File: config.mk
export PLATFORM = sky130hd
export DESIGN_NAME = small_float_format_converter_top
export DESIGN_NICKNAME = d
export VERILOG_FILES = /design/src/rtl/sffc_pkg.sv /design/src/rtl/sffc_decode.sv /design/src/rtl/sffc_align.sv /design/src/rtl/sffc_round.sv /design/src/rtl/small_float_format_converter_top.sv
export SDC_FILE = /design/constraint.sdc
export NUM_CORES = 1
export LEC_CHECK = 0
export BUFFER_PORTS_ARGS = -buffer_cell sky130_fd_sc_hd__buf_2
export CORE_ASPECT_RATIO = 1.75
export CORE_MARGIN = 2
export CORE_UTILIZATION = 50
export CTS_BUF_LIST = sky130_fd_sc_hd__clkbuf_4 sky130_fd_sc_hd__clkbuf_8
export DETAILED_ROUTE_END_ITERATION = 6
export PLACE_DENSITY = 0.68
export SLEW_MARGIN = 20
export SYNTH_ARGS = -nofsm -noshare
export SYNTH_HDL_FRONTEND = slang
export SYNTH_SLANG_ARGS = --single-unit
File: constraint.sdc
create_clock -name clock -period 1.66 [get_ports clock]
set_input_delay 0.332 -clock clock [delete_from_list [all_inputs] [get_ports clock]]
set_output_delay 0.332 -clock clock [all_outputs]
set_load 0.05 [all_outputs]
File: src/rtl/sffc_pkg.sv
// Shared types and constants for the small float format converter.
package sffc_pkg;

   localparam int unsigned WordWidth = 32;
   localparam int unsigned ModeWidth = 3;

   localparam logic [ModeWidth-1:0] MODE_H2S  = 3'd0;
   localparam logic [ModeWidth-1:0] MODE_S2H  = 3'd1;
   localparam logic [ModeWidth-1:0] MODE_BF2S = 3'd2;
   localparam logic [ModeWidth-1:0] MODE_S2BF = 3'd3;
   localparam logic [ModeWidth-1:0] MODE_F242S = 3'd4;
   localparam logic [ModeWidth-1:0] MODE_S2F24 = 3'd5;

   localparam logic [4:0]  HALF_EXP_MAX   = 5'h1F;
   localparam logic [7:0]  SINGLE_EXP_MAX = 8'hFF;
   localparam logic [7:0]  HALF_BIAS_ADJ  = 8'd112;
   localparam logic [7:0]  HALF_SUB_ADJ   = 8'd103;
   localparam logic [7:0]  HALF_BIG_EXP   = 8'd143;
   localparam logic [7:0]  HALF_TINY_EXP  = 8'd102;
   localparam logic [7:0]  HALF_SUB_TOP   = 8'd112;
   localparam logic [7:0]  HALF_SUB_SHIFT = 8'd125;
   localparam logic [14:0] HALF_INF_BODY  = 15'h7C00;
   localparam logic [31:0] HALF_QNAN      = 32'h0000_7FFF;
   localparam logic [15:0] BF16_QUIET     = 16'h0040;
   localparam logic [23:0] F24_QUIET      = 24'h00_4000;

   typedef enum logic [1:0] {
      H_ZERO,
      H_SUB,
      H_NORM,
      H_SPECIAL
   } h_cls_type;

   typedef enum logic [2:0] {
      S_NAN,
      S_BIG,
      S_TINY,
      S_SUB,
      S_NORM
   } s_cls_type;

   typedef struct packed {
      logic                 valid;
      logic [ModeWidth-1:0] mode;
      logic [WordWidth-1:0] bits;
      h_cls_type            h_cls;
      logic [7:0]           h_exp;
      logic [3:0]           h_shift;
      s_cls_type            s_cls;
      logic [4:0]           s_shift;
      logic [4:0]           s_exp;
      logic                 nan;
   } dec_type;

   typedef struct packed {
      logic                 valid;
      logic [ModeWidth-1:0] mode;
      logic [WordWidth-1:0] bits;
      s_cls_type            s_cls;
      logic [4:0]           s_exp;
      logic [10:0]          t;
      logic [10:0]          nm;
      logic                 nan;
      logic [WordWidth-1:0] h2s_word;
   } align_type;

endpackage

File: src/rtl/sffc_decode.sv
// First stage: field split, classification and leading-one search.
module sffc_decode (
   input  logic                              clock,
   input  logic                              reset,
   input  logic                              start,
   input  logic [sffc_pkg::ModeWidth-1:0]    req_mode,
   input  logic [sffc_pkg::WordWidth-1:0]    req_in_bits,
   output sffc_pkg::dec_type                 dec_o
);
   import sffc_pkg::*;

   dec_type    dec_in;
   dec_type    dec_ff;
   logic [4:0] h_e;
   logic [9:0] h_m;
   logic [3:0] p;
   logic [7:0] be;
   logic [22:0] sm;
   logic [7:0] sub_shift;
   logic [7:0] norm_exp;

   always_comb begin
      h_e = req_in_bits[14:10];
      h_m = req_in_bits[9:0];
      be  = req_in_bits[30:23];
      sm  = req_in_bits[22:0];

      // The highest set bit of the half mantissa wins.
      p = 4'd0;
      for (int i = 0; i < 10; i++) begin
         if (h_m[i]) begin
            p = 4'(i);
         end
      end

      dec_in       = '0;
      dec_in.valid = start;
      dec_in.mode  = req_mode;
      dec_in.bits  = req_in_bits;

      if (h_e == HALF_EXP_MAX) begin
         dec_in.h_cls = H_SPECIAL;
         dec_in.h_exp = SINGLE_EXP_MAX;
      end else if (h_e != 5'd0) begin
         dec_in.h_cls = H_NORM;
         dec_in.h_exp = {3'b000, h_e} + HALF_BIAS_ADJ;
      end else if (h_m != 10'd0) begin
         dec_in.h_cls = H_SUB;
         dec_in.h_exp = {4'b0000, p} + HALF_SUB_ADJ;
      end else begin
         dec_in.h_cls = H_ZERO;
         dec_in.h_exp = 8'd0;
      end
      dec_in.h_shift = 4'd10 - p;

      dec_in.nan = (be == SINGLE_EXP_MAX) && (sm != 23'd0);
      sub_shift  = HALF_SUB_SHIFT - be;
      norm_exp   = be - HALF_BIAS_ADJ;
      dec_in.s_shift = sub_shift[4:0];
      dec_in.s_exp   = norm_exp[4:0];
      if (dec_in.nan) begin
         dec_in.s_cls = S_NAN;
      end else if (be >= HALF_BIG_EXP) begin
         dec_in.s_cls = S_BIG;
      end else if (be < HALF_TINY_EXP) begin
         dec_in.s_cls = S_TINY;
      end else if (be <= HALF_SUB_TOP) begin
         dec_in.s_cls = S_SUB;
      end else begin
         dec_in.s_cls = S_NORM;
      end
   end

   always_ff @(posedge clock) begin
      if (reset) begin
         dec_ff.valid <= 1'b0;
      end else begin
         dec_ff.valid <= dec_in.valid;
      end
   end

   always_ff @(posedge clock) begin
      dec_ff.mode    <= dec_in.mode;
      dec_ff.bits    <= dec_in.bits;
      dec_ff.h_cls   <= dec_in.h_cls;
      dec_ff.h_exp   <= dec_in.h_exp;
      dec_ff.h_shift <= dec_in.h_shift;
      dec_ff.s_cls   <= dec_in.s_cls;
      dec_ff.s_shift <= dec_in.s_shift;
      dec_ff.s_exp   <= dec_in.s_exp;
      dec_ff.nan     <= dec_in.nan;
   end

   assign dec_o = dec_ff;

endmodule

File: src/rtl/sffc_align.sv
// Second stage: mantissa shifts and the finished half to single word.
module sffc_align (
   input  logic                clock,
   input  logic                reset,
   input  sffc_pkg::dec_type   dec_i,
   output sffc_pkg::align_type aln_o
);
   import sffc_pkg::*;

   align_type   aln_in;
   align_type   aln_ff;
   logic [23:0] full;
   logic [23:0] t_wide;
   logic [19:0] hm_wide;
   logic [9:0]  h_m;
   logic        h_sign;

   always_comb begin
      h_m    = dec_i.bits[9:0];
      h_sign = dec_i.bits[15];
      full   = {1'b1, dec_i.bits[22:0]};
      // Keeping one extra bit below the result gives the round bit.
      t_wide  = full >> dec_i.s_shift;
      hm_wide = {10'd0, h_m} << dec_i.h_shift;

      aln_in       = '0;
      aln_in.valid = dec_i.valid;
      aln_in.mode  = dec_i.mode;
      aln_in.bits  = dec_i.bits;
      aln_in.s_cls = dec_i.s_cls;
      aln_in.s_exp = dec_i.s_exp;
      aln_in.nan   = dec_i.nan;
      aln_in.t     = t_wide[10:0];
      aln_in.nm    = {1'b0, dec_i.bits[22:13]} + {10'd0, dec_i.bits[12]};

      case (dec_i.h_cls)
         H_ZERO:  aln_in.h2s_word = {h_sign, 31'd0};
         H_SUB:   aln_in.h2s_word = {h_sign, dec_i.h_exp, hm_wide[9:0], 13'd0};
         default: aln_in.h2s_word = {h_sign, dec_i.h_exp, h_m, 13'd0};
      endcase
   end

   always_ff @(posedge clock) begin
      if (reset) begin
         aln_ff.valid <= 1'b0;
      end else begin
         aln_ff.valid <= aln_in.valid;
      end
   end

   always_ff @(posedge clock) begin
      aln_ff.mode     <= aln_in.mode;
      aln_ff.bits     <= aln_in.bits;
      aln_ff.s_cls    <= aln_in.s_cls;
      aln_ff.s_exp    <= aln_in.s_exp;
      aln_ff.t        <= aln_in.t;
      aln_ff.nm       <= aln_in.nm;
      aln_ff.nan      <= aln_in.nan;
      aln_ff.h2s_word <= aln_in.h2s_word;
   end

   assign aln_o = aln_ff;

endmodule

File: src/rtl/sffc_round.sv
// Third stage: rounding adds, result select and the output register.
module sffc_round (
   input  logic                           clock,
   input  logic                           reset,
   input  sffc_pkg::align_type            aln_i,
   output logic                           rsp_strobe,
   output logic [sffc_pkg::WordWidth-1:0] rsp_out_bits
);
   import sffc_pkg::*;

   logic                 rsp_strobe_ff;
   logic                 rsp_strobe_in;
   logic [WordWidth-1:0] rsp_out_bits_ff;
   logic [WordWidth-1:0] rsp_out_bits_in;
   logic [10:0]          sub_sum;
   logic [14:0]          body;
   logic [15:0]          bf_sum;
   logic [23:0]          f24_sum;
   logic                 sign;

   always_comb begin
      sign    = aln_i.bits[31];
      sub_sum = {1'b0, aln_i.t[10:1]} + {10'd0, aln_i.t[0]};
      case (aln_i.s_cls)
         S_BIG:   body = HALF_INF_BODY;
         S_SUB:   body = {4'd0, sub_sum};
         S_NORM:  body = {aln_i.s_exp, 10'd0} + {4'd0, aln_i.nm};
         default: body = 15'd0;
      endcase

      // A carry out of the top wraps away, as the narrow word is masked.
      bf_sum  = aln_i.bits[31:16] + {15'd0, aln_i.bits[15]};
      f24_sum = aln_i.bits[31:8] + {23'd0, aln_i.bits[7]};

      rsp_strobe_in = aln_i.valid;
      case (aln_i.mode)
         MODE_H2S: rsp_out_bits_in = aln_i.h2s_word;
         MODE_S2H: begin
            if (aln_i.s_cls == S_NAN) begin
               rsp_out_bits_in = HALF_QNAN;
            end else begin
               rsp_out_bits_in = {16'd0, sign, body};
            end
         end
         MODE_BF2S: rsp_out_bits_in = {aln_i.bits[15:0], 16'd0};
         MODE_S2BF: begin
            if (aln_i.nan) begin
               rsp_out_bits_in = {16'd0, aln_i.bits[31:16] | BF16_QUIET};
            end else begin
               rsp_out_bits_in = {16'd0, bf_sum};
            end
         end
         MODE_F242S: rsp_out_bits_in = {aln_i.bits[23:0], 8'd0};
         MODE_S2F24: begin
            if (aln_i.nan) begin
               rsp_out_bits_in = {8'd0, aln_i.bits[31:8] | F24_QUIET};
            end else begin
               rsp_out_bits_in = {8'd0, f24_sum};
            end
         end
         default: rsp_out_bits_in = '0;
      endcase
   end

   always_ff @(posedge clock) begin
      if (reset) begin
         rsp_strobe_ff <= 1'b0;
      end else begin
         rsp_strobe_ff <= rsp_strobe_in;
      end
   end

   always_ff @(posedge clock) begin
      rsp_out_bits_ff <= rsp_out_bits_in;
   end

   assign rsp_strobe   = rsp_strobe_ff;
   assign rsp_out_bits = rsp_out_bits_ff;

endmodule

File: src/rtl/small_float_format_converter_top.sv
// Top level of the small float format converter: three-stage conversion pipeline.
//
// Converts one 32-bit word per beat between IEEE single and half, bfloat16
// or a 24-bit truncated single, chosen by req_mode. A beat is taken at every
// clock edge where start is high; busy is always low, so a new beat may
// follow in every cycle. Each result appears on rsp_out_bits with rsp_strobe
// high for one cycle, in order, once its start beat has passed through
// the three pipeline registers (decode, align, round) in turn;
// the result is not held, so the receiver must take it in that cycle.
module small_float_format_converter_top (
   input  logic                           clock,
   input  logic                           reset,
   input  logic                           start,
   output logic                           busy,
   input  logic [sffc_pkg::ModeWidth-1:0] req_mode,
   input  logic [sffc_pkg::WordWidth-1:0] req_in_bits,
   output logic                           rsp_strobe,
   output logic [sffc_pkg::WordWidth-1:0] rsp_out_bits
);
   import sffc_pkg::*;

   dec_type   dec;
   align_type aln;

   assign busy = 1'b0;

   sffc_decode u_decode (
      .clock       (clock),
      .reset       (reset),
      .start       (start),
      .req_mode    (req_mode),
      .req_in_bits (req_in_bits),
      .dec_o       (dec)
   );

   sffc_align u_align (
      .clock (clock),
      .reset (reset),
      .dec_i (dec),
      .aln_o (aln)
   );

   sffc_round u_round (
      .clock        (clock),
      .reset        (reset),
      .aln_i        (aln),
      .rsp_strobe   (rsp_strobe),
      .rsp_out_bits (rsp_out_bits)
   );

endmodule

==> impl_metrics.toml <==
[status]
outcome = "complete, but fails checks"
violations = "negative setup slack"

[critical_path]
cp_slowest_stage_delay_ns = 0.48
required_ns = 2.01
cp_cell_sequence = "clkbuf_16 > mux2_4 > mux4_2 > a22oi_2 > o21ai_1"
start_kind = "register"
crit_slowest_cell = "mux4_2"
cp.arrival_ns = 2.13
end_kind = "register"
path_max_fanout = 5
crit_type = "register to register"

[clock_network]
path_clk_slew_ns = 0.10
h-tree-depth = 4
cts_tree = "yes"
cts_buffers = 17
clock_latency_ns = 0.47
cts_max_path_buffers = 2
root_buffer = "clkbuf_8"
clock_sinks = 171

[yosys]
synthArstFlopShare_pct = 0
synth_area_per_cell_um2 = 9.53
syn_nets = 835
synth_ff_type = "dfxtp_1"
synth_common_cells = "dfxtp_1, nor2_1, nand2_1"
seq_area_frac_synth_pct = 45.9
ys_types = 66
synth_edf_count = 0
synth_top_area_cell = "dfxtp_1"
synthesis.area_mm2 = 0.00746
ys_seq_elements = 171
yosysMostFrequentCell = "dfxtp_1"
ys_warn_count = 0
syn_inst = 783
synthTopCellsByArea = "dfxtp_1, mux2i_1, mux2_2, xnor2_1, nor2_1"
yosysTopAreaCellShare_pct = 45.9

[placement]
place_area_mm2 = 0.00890
dp.cells = 1127
gp_congestion = 1.01
io_buffers = 70
post-dp-hpwl_um = 19400

[floorplanning]
rows = 59
die_h_um = 166
die_w_um = 96.4
dieArea_mm2 = 0.0160
io_pins = 72
coreArea_mm2 = 0.0148
start_util_pct = 50.6

[sta]
hold_viol_final = 0
slew_headroom_pct = 58.7
min_period_ns = 1.78
rsz0062_at_grt = "true"
tns_ns = -0.678
worst_pin_slew_ns = 0.618
min_period_over_period_pct = 107
worst_slack_ns = -0.120
fmax_mhz = 562
slew_violations = 0
setup_violations = 14
finClkSkew_ns = 0.0256

[layout]
fin_cells = 1196
nets = 1052
utilization_pct = 69.5
area.growth.synth_to_final_pct = 37.5
antennaDiodeCount = 0
drive_above_1_share_pct = 37.9
fillCellCount = 1198
post-route-cell-area_mm2 = 0.0103

[global_routing]
grt_antenna_before_repair = 0
grt-ovfl-total = 0
grt_pass1_wl_um = 37600
grt_use_total_pct = 31.8
grt_pass1_vias = 7026
grt_start_max_net_pins = 27

[power_and_ir_drop]
ir_drop_mv = 0.582
power_w = 0.00960
p_per_area_mw_per_mm2 = 936
p_leak_nw = 4.46

[routing]
via_per_inst = 5.81
vias = 6947
wl_per_cell_um = 21.4
drc_errors = 0
drt_iter0_drc = 317
antenna_left = 0
wl_um = 25600
first_pass_iters = 5

[hold_path]
hold_class = "input port to register"

[flow_run]
maxCapViolCount = 0
-- critical path: cells and delay by family, from the launching register on --
family,cells,cell delay (ns)
flops,1,0.42
buf+inv,1,0.17
compound gates,2,0.28
mux,2,0.80
-- metal layers --
| metal | vias up | GRT usage [%] | share of wire [%] |
|---|---|---|---|
| li1 | 3223 | - | - |
| met1 | 3298 | 32.3 | 34 |
| met2 | 304 | 56.6 | 53 |
| met3 | 122 | 4.73 | 4.4 |
| met4 | 0 | 22.7 | 8.3 |
| met5 | - | 0 | 0 |
-- sequential cells by signal, indices dropped and copies added (netlist names) --
| name | count |
|---|---|
| u_align.aln_o | 80 |
| u_round.rsp_out_bits | 32 |
| u_decode.dec_o | 58 |
| u_round.rsp_strobe | 1 |
-- placed cells by master (no fill, tap or decap), types with 6 or more instances in the layout --
master	Yosys	layout
inv_1	22	21
buf_6	0	11
mux2i_1	39	32
o21ai_1	0	6
nor2_1	69	61
buf_2	17	70
mux2i_4	0	6
xor2_1	28	27
buf_4	2	138
dlygate4sd3_1	0	17
nor3_1	15	14
nand4_1	17	17
nand2b_1	10	8
nor2_2	0	7
o211ai_1	7	7
nor2b_1	15	13
o22ai_1	16	13
nand2_1	64	59
ha_1	14	8
o21ai_0	27	20
xnor2_1	31	29
nand3_1	20	18
clkbuf_8	0	17
dfxtp_2	0	18
o221ai_1	8	7
mux2_2	25	7
dfxtp_1	171	150
a21oi_1	38	36
mux2_4	0	18
-- area by class of cell --
type	instances	area (um^2)	area share, %
Sequential cell	171	3460	33.7
Timing Repair Buffer	243	1830	17.8
Clock buffer	18	241	2.35
Multi-Input combinational cell	545	4250	41.4
Tap cell	183	229	2.23
Inverter	22	82.6	0.805
Clock inverter	14	173	1.68
-- per-stage QoR --
step | worst slack [ns] | hold slack [ns]
global placement | -0.156 | 0.312
floorplan | 0.00882 | 0.310
detailed placement | -0.195 | 0.312
global route | -0.172 | 0.0160
CTS | -0.108 | 0.0131
finish | -0.120 | 0.0375
-- cell families (layout without fill, tap and decap cells) --
kind of cell             count (synthesis)  in the layout  share of synthesized area [%]
AND/OR/NAND/NOR                        255            255                           17.5
flip-flops                             171            171                           45.9
AO/OA/AOI/OAI                          147            147                           13.0
multiplexers                            69             69                           10.5
buffers and inverters                   67            297                           3.77
XOR/XNOR                                59             59                           6.92
adder cells (fa/ha/maj)                 14             14                           2.35
other                                    1              1                         0.0502
-- final timing paths --
| path | slack, ns | end | cells past startpoint | startpoint |
|---|---|---|---|---|
| setup reg to reg | -0.12 | u_align.aln_o[45]$_DFF_P_ | 5 | u_decode.dec_o[6]$_DFF_P_ |
| setup / recovery | -0.12 | u_align.aln_o[45]$_DFF_P_ | 5 | u_decode.dec_o[6]$_DFF_P_ |
| hold reg to reg | 0.33 | u_align.aln_o[93]$_DFF_P_ | 0 | u_decode.dec_o[58]$_DFF_P_ |
| hold / removal | 0.04 | u_decode.dec_o[38]$_DFF_P_ | 1 | req_in_bits[10] |
-- what timing repair did --
action | in CTS | in global routing
hold buffers | 17 | 0
pin swaps | 17 | 45
resized for setup | 50 | 98
endpoints found under the setup margin | 29 | 35
setup buffers | 7 | 13
gates cloned | 0 | 3
endpoints found under the hold margin | 17 | 0
-- report_power, final --
group	switching [W]	internal, W
clock	0.00179	0.00119
combinational	0.00110	0.000875
sequential	0.000252	0.00440
total	0.00314	0.00646
Note: power is estimated with default switching activity, not from simulation.
